**src/hw/rtl/mm_pkg.sv**
```systemverilog
// Shared types, constants and helper functions of the matrix multiply block.
package mm_pkg;

    localparam int MAX_DIM   = 8;
    localparam int FRAC_BITS = 16;

    localparam int DIM_W   = 3;
    localparam int CFG_W   = 4;
    localparam int CFG_IDX_W = 2;
    localparam int VAL_W   = 32;
    localparam int PROD_W  = 2 * VAL_W;
    localparam int ACC_W   = PROD_W + $clog2(MAX_DIM) + 1;
    localparam int DEPTH   = MAX_DIM * MAX_DIM;
    localparam int ADDR_W  = (DEPTH > 1) ? $clog2(DEPTH) : 1;

    // Item kinds.
    localparam logic [1:0] KIND_WR_A    = 2'd0;
    localparam logic [1:0] KIND_WR_B    = 2'd1;
    localparam logic [1:0] KIND_COMPUTE = 2'd2;

    // Configuration register indexes.
    localparam logic [CFG_IDX_W-1:0] REG_ROWS_A    = 2'd0;
    localparam logic [CFG_IDX_W-1:0] REG_INNER_DIM = 2'd1;
    localparam logic [CFG_IDX_W-1:0] REG_COLS_B    = 2'd2;

    localparam logic [CFG_W-1:0] DIM_RESET = 4'd8;

    typedef struct packed {
        logic [1:0]              kind;
        logic [DIM_W-1:0]        row;
        logic [DIM_W-1:0]        col;
        logic signed [VAL_W-1:0] value;
    } t_in_item;

    typedef struct packed {
        logic [DIM_W-1:0]        out_row;
        logic [DIM_W-1:0]        out_col;
        logic signed [VAL_W-1:0] out_value;
        logic                    last;
    } t_out_item;

    typedef enum logic [2:0] {
        ST_IDLE,
        ST_RUN,
        ST_DRAIN1,
        ST_DRAIN2,
        ST_EMIT
    } t_state;

    typedef struct packed {
        logic             wr_a;
        logic             wr_b;
        logic             rd_en;
        logic             acc_clr;
        logic             emit;
        logic             last;
        logic [DIM_W-1:0] row;
        logic [DIM_W-1:0] col;
        logic [DIM_W-1:0] k;
    } t_dp_cmd;

    // A register value of zero acts as one; values beyond MAX_DIM act as MAX_DIM.
    function automatic logic [CFG_W-1:0] eff_dim(input logic [CFG_W-1:0] v);
        logic [CFG_W-1:0] res;
        if (v == '0) begin
            res = CFG_W'(1);
        end else if (int'(v) > MAX_DIM) begin
            res = CFG_W'(MAX_DIM);
        end else begin
            res = v;
        end
        return res;
    endfunction

    function automatic logic [ADDR_W-1:0] elem_addr(input logic [DIM_W-1:0] r,
                                                    input logic [DIM_W-1:0] c);
        return ADDR_W'(int'(r) * MAX_DIM + int'(c));
    endfunction

    function automatic logic in_store(input logic [DIM_W-1:0] r,
                                      input logic [DIM_W-1:0] c);
        return (int'(r) < MAX_DIM) && (int'(c) < MAX_DIM);
    endfunction

    // Floor shift by the fraction width, then clamp to the signed 32-bit range.
    function automatic logic signed [VAL_W-1:0] sat_q(input logic signed [ACC_W-1:0] acc);
        logic signed [ACC_W-1:0] sh;
        logic                    fits;
        logic signed [VAL_W-1:0] res;
        sh   = acc >>> FRAC_BITS;
        fits = (sh[ACC_W-1:VAL_W-1] == '0) || (sh[ACC_W-1:VAL_W-1] == '1);
        if (fits) begin
            res = sh[VAL_W-1:0];
        end else if (sh[ACC_W-1]) begin
            res = {1'b1, {(VAL_W-1){1'b0}}};
        end else begin
            res = {1'b0, {(VAL_W-1){1'b1}}};
        end
        return res;
    endfunction

endpackage

```
**src/hw/rtl/mm_ctrl.sv**
```systemverilog
// Controller: configuration registers, sequencing state machine and loop counters.
module mm_ctrl
    import mm_pkg::*;
(
    input  logic                 i_clk,
    input  logic                 i_rst_n,
    input  logic                 start,
    input  logic [1:0]           i_kind,
    input  logic                 i_cfg_valid,
    input  logic [CFG_IDX_W-1:0] i_cfg_index,
    input  logic [CFG_W-1:0]     i_cfg_data,
    output logic                 o_cfg_ready,
    output logic                 busy,
    output t_dp_cmd              o_cmd
);

    t_state           r_state, n_state;
    logic [CFG_W-1:0] r_rows_a, r_inner_dim, r_cols_b;
    logic [DIM_W-1:0] r_row, r_col, r_k;
    logic [DIM_W-1:0] last_row, last_col, last_k;
    logic             accept;
    logic             k_done;
    logic             final_elem;

    assign last_row   = DIM_W'(eff_dim(r_rows_a) - CFG_W'(1));
    assign last_k     = DIM_W'(eff_dim(r_inner_dim) - CFG_W'(1));
    assign last_col   = DIM_W'(eff_dim(r_cols_b) - CFG_W'(1));
    assign accept     = start && (r_state == ST_IDLE);
    assign k_done     = (r_k == last_k);
    assign final_elem = (r_row == last_row) && (r_col == last_col);
    assign o_cfg_ready = 1'b1;

    always_ff @(posedge i_clk) begin
        if (!i_rst_n) begin
            r_rows_a    <= DIM_RESET;
            r_inner_dim <= DIM_RESET;
            r_cols_b    <= DIM_RESET;
        end else if (i_cfg_valid) begin
            case (i_cfg_index)
                REG_ROWS_A:    r_rows_a    <= i_cfg_data;
                REG_INNER_DIM: r_inner_dim <= i_cfg_data;
                REG_COLS_B:    r_cols_b    <= i_cfg_data;
                default: ;
            endcase
        end
    end

    always_ff @(posedge i_clk) begin
        if (!i_rst_n) begin
            r_state <= ST_IDLE;
            r_row   <= '0;
            r_col   <= '0;
            r_k     <= '0;
        end else begin
            r_state <= n_state;
            case (r_state)
                ST_IDLE: begin
                    r_row <= '0;
                    r_col <= '0;
                    r_k   <= '0;
                end
                ST_RUN: begin
                    r_k <= k_done ? '0 : r_k + DIM_W'(1);
                end
                ST_EMIT: begin
                    if (r_row == last_row) begin
                        r_row <= '0;
                        r_col <= r_col + DIM_W'(1);
                    end else begin
                        r_row <= r_row + DIM_W'(1);
                    end
                end
                default: ;
            endcase
        end
    end

    always_comb begin
        n_state = r_state;
        case (r_state)
            ST_IDLE:   n_state = (accept && (i_kind == KIND_COMPUTE)) ? ST_RUN : ST_IDLE;
            ST_RUN:    n_state = k_done ? ST_DRAIN1 : ST_RUN;
            ST_DRAIN1: n_state = ST_DRAIN2;
            ST_DRAIN2: n_state = ST_EMIT;
            ST_EMIT:   n_state = final_elem ? ST_IDLE : ST_RUN;
            default:   n_state = ST_IDLE;
        endcase
    end

    always_comb begin
        o_cmd      = '0;
        o_cmd.row  = r_row;
        o_cmd.col  = r_col;
        o_cmd.k    = r_k;
        o_cmd.last = final_elem;
        busy       = 1'b1;
        case (r_state)
            ST_IDLE: begin
                busy          = 1'b0;
                o_cmd.wr_a    = accept && (i_kind == KIND_WR_A);
                o_cmd.wr_b    = accept && (i_kind == KIND_WR_B);
                o_cmd.acc_clr = 1'b1;
            end
            ST_RUN: begin
                o_cmd.rd_en = 1'b1;
            end
            ST_EMIT: begin
                // The accumulator is captured into the output and cleared at the same edge.
                o_cmd.emit    = 1'b1;
                o_cmd.acc_clr = 1'b1;
            end
            default: ;
        endcase
    end

endmodule

```
**config.mk**
```make
export PLATFORM = sky130hd
export DESIGN_NAME = mm_ctrl
export DESIGN_NICKNAME = d
export VERILOG_FILES = /design/src/hw/rtl/mm_pkg.sv /design/src/hw/rtl/mm_ctrl.sv
export SDC_FILE = /design/constraint.sdc
export NUM_CORES = 1
export LEC_CHECK = 0
export BUFFER_PORTS_ARGS = -buffer_cell sky130_fd_sc_hd__buf_2
export CORE_MARGIN = 2
export CORE_UTILIZATION = 48
export CTS_BUF_LIST = sky130_fd_sc_hd__clkbuf_8 sky130_fd_sc_hd__clkbuf_16
export DETAILED_ROUTE_END_ITERATION = 8
export PLACE_DENSITY = 0.74
export SYNTH_ARGS = -nofsm -noshare
export SYNTH_HDL_FRONTEND = slang
export SYNTH_SLANG_ARGS = --single-unit
```
**constraint.sdc**
```tcl
create_clock -name i_clk -period 2.6 [get_ports i_clk]
set_clock_uncertainty 0.2 [all_clocks]
set_input_delay 0.39 -clock i_clk [delete_from_list [all_inputs] [get_ports i_clk]]
set_output_delay 0.39 -clock i_clk [all_outputs]
set_load 0.02 [all_outputs]
```
Word-level counts from Yosys, hierarchy flattened
Cells that the tools add are included.

Bits in registers: 24. Bits in latches: 0. RAM bits: 0. Bits in read-only memories: 0. Bits of input ports: 12. Output and inout port bits: 17. Logic and storage cells: 67. Memories: 0.

Add/sub/neg operators: 6. Multiply operators: 0. Divide/modulo/power cells: 0. $lt $le $gt $ge: 3. Equality and inequality tests: 12. Shift-type cells: 0. Mux-type cells: 21. Bitwise logic cells: 0. Reduce and logical (&&, ||, !) cells: 18.

Operators with widths (number): $mux W3 (9); $pmux W3 S2 (3); $pmux W3 S5 (1); $gt A4 B4 Y1 const B (3); $logic_not A4 Y1 (3); $add A3 B1 Y3 const B (3); $eq A3 B3 Y1 (3); $sub A3 B1 Y3 const B (3); $reduce_and A2 Y1 (4); $eq A3 B2 Y1 const B (2); $mux W1 (6); $logic_and A1 B1 Y1 (5); $eq A2 B1 Y1 const B (2); $eq A2 B2 Y1 const B (2); $logic_not A2 Y1 (2); $mux W2 (2); $reduce_bool A2 Y1 (2); $eq A3 B1 Y1 const B (1); $eq A3 B3 Y1 const B (1); $logic_not A3 Y1 (1); $ne A2 B2 Y1 const B (1); $reduce_or A2 Y1 (1).

Longest topological paths before layout
Depth in word-level cells: 8. Depth in mapped cells: 8. Gate-level depth less buffers: 8.

Least setup slack after synthesis
OpenSTA, ideal clock, no wires.

Path type: register to output. From: register r_rows_a[1]. To: output port o_cmd[9] (netlist name). Data arrival time: 2.042 ns. Data required time: 2.010 ns. Path slack: -0.032 ns. Stages on the path, launching flop included: 9. Path buffers: 1. Cell sequence: dfxtp_1 > o21ba_1 > or2_2 > ha_1 > xor2_1 > xnor2_2 > o211ai_2 > nor4_1 > buf_4.

Cells in the longest elaborated chain, start to end: 6.

RTL lines: start, declared (line mm_ctrl.sv:18) `logic [CFG_W-1:0] r_rows_a, r_inner_dim, r_cols_b;`; start signal, assigned (line mm_ctrl.sv:40) `REG_ROWS_A: r_rows_a <= i_cfg_data;`; $gt A4 B4 Y1 (line mm_pkg.sv:67) `end else if (int'(v) > MAX_DIM) begin`; $mux W3 (line mm_pkg.sv:67); $mux W3 (*) (line mm_pkg.sv:65) `if (v == '0) begin`; $sub A3 B1 Y3 (*) (line mm_ctrl.sv:25) `assign last_row = DIM_W'(eff_dim(r_rows_a) - CFG_W'(1));`; $eq A3 B3 Y1 (*) (line mm_ctrl.sv:30) `assign final_elem = (r_row == last_row) && (r_col == last_col);`; $logic_and A1 B1 Y1 (*) (line mm_ctrl.sv:30); end, declared (line mm_ctrl.sv:14) `output t_dp_cmd o_cmd`.

Mark *: on every way between the ends. The rest lies on a longest branch, timed or not.

==> reports/results.md <==
| Group | Item | Value |
|---|---|---|
| synth | Synth top cells by count | sky130_fd_sc_hd__dfxtp_1 (24), sky130_fd_sc_hd__nor2_1 (16), sky130_fd_sc_hd__mux2i_1 (12) |
| synth | Most frequent cell after synthesis | sky130_fd_sc_hd__dfxtp_1 |
| floorplanning | Placement Rows | 19 |
| worst setup path | Count of cells along the worst register-to-register path | 9 |
| global routing | First-pass GRT wire length | 5292 µm |
| cts | Clock-pin slew on the worst setup and hold paths | 0.08 ns |
| synth | Async set-reset flop share out of synthesis | 0 |
| placed design | Detailed-placement wirelength estimate | 2237 µm |
| cts | Clock sink total | 24 |
| floorplanning | Overall die width | 57.50 µm |
| power | Combinational group share of total power | 0.123 |
| worst setup path | Required time of the critical path | 2.01 ns |
| power | Power share of the clock group | 0.354 |
| synth | Count of flip-flops with a built-in enable after synthesis | 0 |
| timing | Number of hold-slack violations in the final timing report | 0 |
| cts | Clock tree from TritonCTS | done |
| hold path | Class of the most critical hold timing path | in2reg |
| synth | Net count of the mapped netlist | 169 |
| worst setup path | Kind of end point of the critical path | output pin |
| timing | Final Setup Violations | 1 |
| placed design | Number of input and output port buffers inserted | 27 |
| floorplanning | Floorplan Core Area | 2734 µm² |
| worst setup path | Endpoint arrival time on the critical path | 2.01 ns |
| cts | Max Root-Sink Buffers | 2 |
| power | Internal power consumption | 0.5503 mW |
| timing | Setup repair after global routing missed its margin | true |
| timing | Worst Hold Slack | 0.1735 ns |
| detailed routing | Iteration-0 DRC Markers | 51 |
| detailed routing | Ratio of routed vias to standard cells | 5.593 |
| job | Maximum capacitance violations | 0 |
| synth | Cell taking the most area after synthesis | sky130_fd_sc_hd__dfxtp_1 |
| finish | Number of nets at the end of the flow | 202 |
| floorplanning | Die outline height | 57.50 µm |
| timing | Max-slew violation count | 0 |
| cts | Clk root buf | sky130_fd_sc_hd__clkbuf_8 |
| finish | Diode count | 0 |
| finish | Area added between synthesis and finish | 21.13% |
| status | Violated checks | negative setup slack |
| synth | Cell area after synthesis | 1374 µm² |
| detailed routing | Via count | 1197 |
| worst setup path | Start-to-end type of the worst setup path | reg2out |
| worst setup path | Critical path startpoint category | flop |
| global routing | Largest net degree at the start of global routing | 19 |
| power | Switching part of the total | 0.2469 |
| finish | Number of inserted filler cells in the final layout | 234 |
| floorplanning | Initial core utilization | 0.5025 |
| hold path | Worst Hold Depth | 3 |
| synth | Post-Synthesis Mean Instance Area | 9.098 µm² |
| timing | Setup slack after layout | -0.003758 ns |
| placed design | GP Congestion | 0.7920 |
| synth | Register area share after synthesis | 0.3497 |
| cts | Number of buffers created by CTS | 3 |
| power | Leakage dissipation | 0.7532 nW |
| power | Maximum ir drop on the vdd rail | 306.4 µV |
| power | Power density cells | 439.1 nW/µm² |
| synth | Most area-consuming cells after synthesis | sky130_fd_sc_hd__dfxtp_1 (35%), sky130_fd_sc_hd__mux2i_1 (8.7%), sky130_fd_sc_hd__ha_1 (5.5%), sky130_fd_sc_hd__nor2_1 (4.4%), sky130_fd_sc_hd__xnor2_1 (3.8%) |
| timing | Min Tclk post-route | 2.604 ns |
| timing | Peak clock frequency supported by timing | 384.1 MHz |
| worst setup path | Critical path peak fanout | 2 |
| synth | Distinct cell type count of the synthesized netlist | 46 |
| detailed routing | First-pass iteration count of the detailed router | 4 |
| floorplanning | Die area | 3306 µm² |
| global routing | Total overflow reported by the global router | 0 |
| synth | Yosys top cell area share | 0.3497 |
| cts | Clock latency on the worst-skew pair | 0.27 ns |
| detailed routing | Remaining number of nets flagged by the antenna check after routing | 0 |
| cts | H-tree levels | 1 |
| global routing | Tot GR Track Use | 0.2049 |
| cts | Quantity of hold-fixing buffers added after cts | 0 |
| synth | Count of yosys warnings during synthesis | 0 |
| detailed routing | Average detailed-routed wire length per instance | 14.60 µm |
| global routing | Antenna violations before repair | 0 |
| detailed routing | Total Wirelength | 3124 µm |
| floorplanning | Number of top-level pins | 29 |
| detailed routing | Drt drc | 0 |
| synth | Synthesized netlist cell count | 151 |
| global routing | Number of global-route vias before repair | 1257 |
| finish | Fraction of final layout cells sized beyond drive strength 1 | 0.2951 |
| timing | Final period utilization | 1.001 |
| power | Sequential Power Share | 0.522 |
| synth | Synthesized flop and latch total | 24 |
| status | Run status | finished, violations left |
| timing | Final TNS setup | -0.003758 ns |
| power | Net switching component of the power | 0.1804 mW |
| synth | Post-synth top flop | sky130_fd_sc_hd__dfxtp_1 |
==> worst max-delay path, stage by stage (launching register included) <==
cell and delay (ns):
sky130_fd_sc_hd__dfxtp_2 0.33, sky130_fd_sc_hd__o21ba_1 0.19, sky130_fd_sc_hd__or2_4 0.24, sky130_fd_sc_hd__ha_4 0.17, sky130_fd_sc_hd__xor2_4 0.15, sky130_fd_sc_hd__xnor2_2 0.15, sky130_fd_sc_hd__o211ai_2 0.14, sky130_fd_sc_hd__nor4_4 0.18
sky130_fd_sc_hd__buf_4 0.19
==> cell families after synthesis <==
| group | after synthesis | share of synthesized area |
|---|---|---|
| flops | 24 | 0.3497 |
| mux | 12 | 0.08744 |
| buf+inv | 13 | 0.06374 |
| fa+ha+maj | 6 | 0.05464 |
| compound gates | 24 | 0.1257 |
| xor+xnor | 10 | 0.06922 |
| other cells | 1 | 0.002730 |
| simple gates | 61 | 0.2468 |
==> metal layers <==
metal,GRT usage,part of all wire,up-vias
li1,-,-,593
met1,0.2444,0.44,576
met2,0.3636,0.51,23
met3,0.03175,0.035,5
met4,0.08306,0.015,0
met5,0,0,-
==> final timing paths <==
kind	startpoint	to	slack [ns]
max reg2reg	r_rows_a[1]	r_col[2]	0.21
min	i_cfg_data[3]	r_inner_dim[3]	0.17
max	r_rows_a[1]	o_cmd[9]	-0.004
min reg2reg	r_inner_dim[0]	r_inner_dim[0]	0.31
==> per-stage QoR <==
stage | power (mW) | instance area, µm² | util | std cells | setup slack [ns]
2_1_floorplan | 0.4475 | 1380 | - | 151 | 0.008633
3_3_place_gp | 0.4711 | 1554 | 0.5684 | 209 | 0.02207
3_5_place_dp | 0.4745 | 1554 | 0.5684 | 209 | -0.08330
4_1_cts | 0.7351 | 1653 | 0.6046 | 214 | -0.08221
5_1_grt | 0.7655 | 1664 | 0.6087 | 214 | -0.1347
6_report | 0.7307 | 1664 | 0.6087 | 214 | -0.003758
==> cells in the final DEF, fill, tap and decap left out, drive strengths merged, types with 3 or more instances in the layout <==
cell	count
buf	35
dfxtp	24
nor2	16
mux2i	12
nand2	11
o21ai	7
xnor2	7
nand3	6
ha	6
nand3b	5
nand2b	4
inv	4
clkbuf	4
nor2b	3
a21oi	3
xor2	3
or3	3
or2	3
==> power groups by stage <==
stage / logic, mW / registers [mW] / clock network [mW]
floorplan: 0.0582 / 0.389 / 0
global route: 0.0986 / 0.383 / 0.284
global placement: 0.0819 / 0.389 / 0
finish: 0.0902 / 0.382 / 0.259
detailed placement: 0.0846 / 0.390 / 0
CTS: 0.0889 / 0.382 / 0.265
==> registers in the layout (all words and copies together), names as in the netlist <==
register / count
r_col: 3
r_cols_b: 4
r_inner_dim: 4
r_k: 3
r_row: 3
r_rows_a: 4
r_state: 3
==> layout make-up <==
| class | instances | area (µm²) | area share |
|---|---|---|---|
| multi-input cells | 114 | 854.6 | 0.5135 |
| well taps | 31 | 38.79 | 0.02331 |
| inverters | 6 | 35.03 | 0.02105 |
| flip-flops and latches | 24 | 483.0 | 0.2902 |
| clock buffers | 4 | 55.05 | 0.03308 |
| repair buffers | 35 | 197.7 | 0.1188 |
==> what timing repair did <==
action                     in CTS  in global routing
setup buffers                   1                  0
setup endpoints to repair       1                  1
resized for setup               7                  2
pin swaps                       3                  0
No activity file was read; power rests on OpenSTA's default activity.
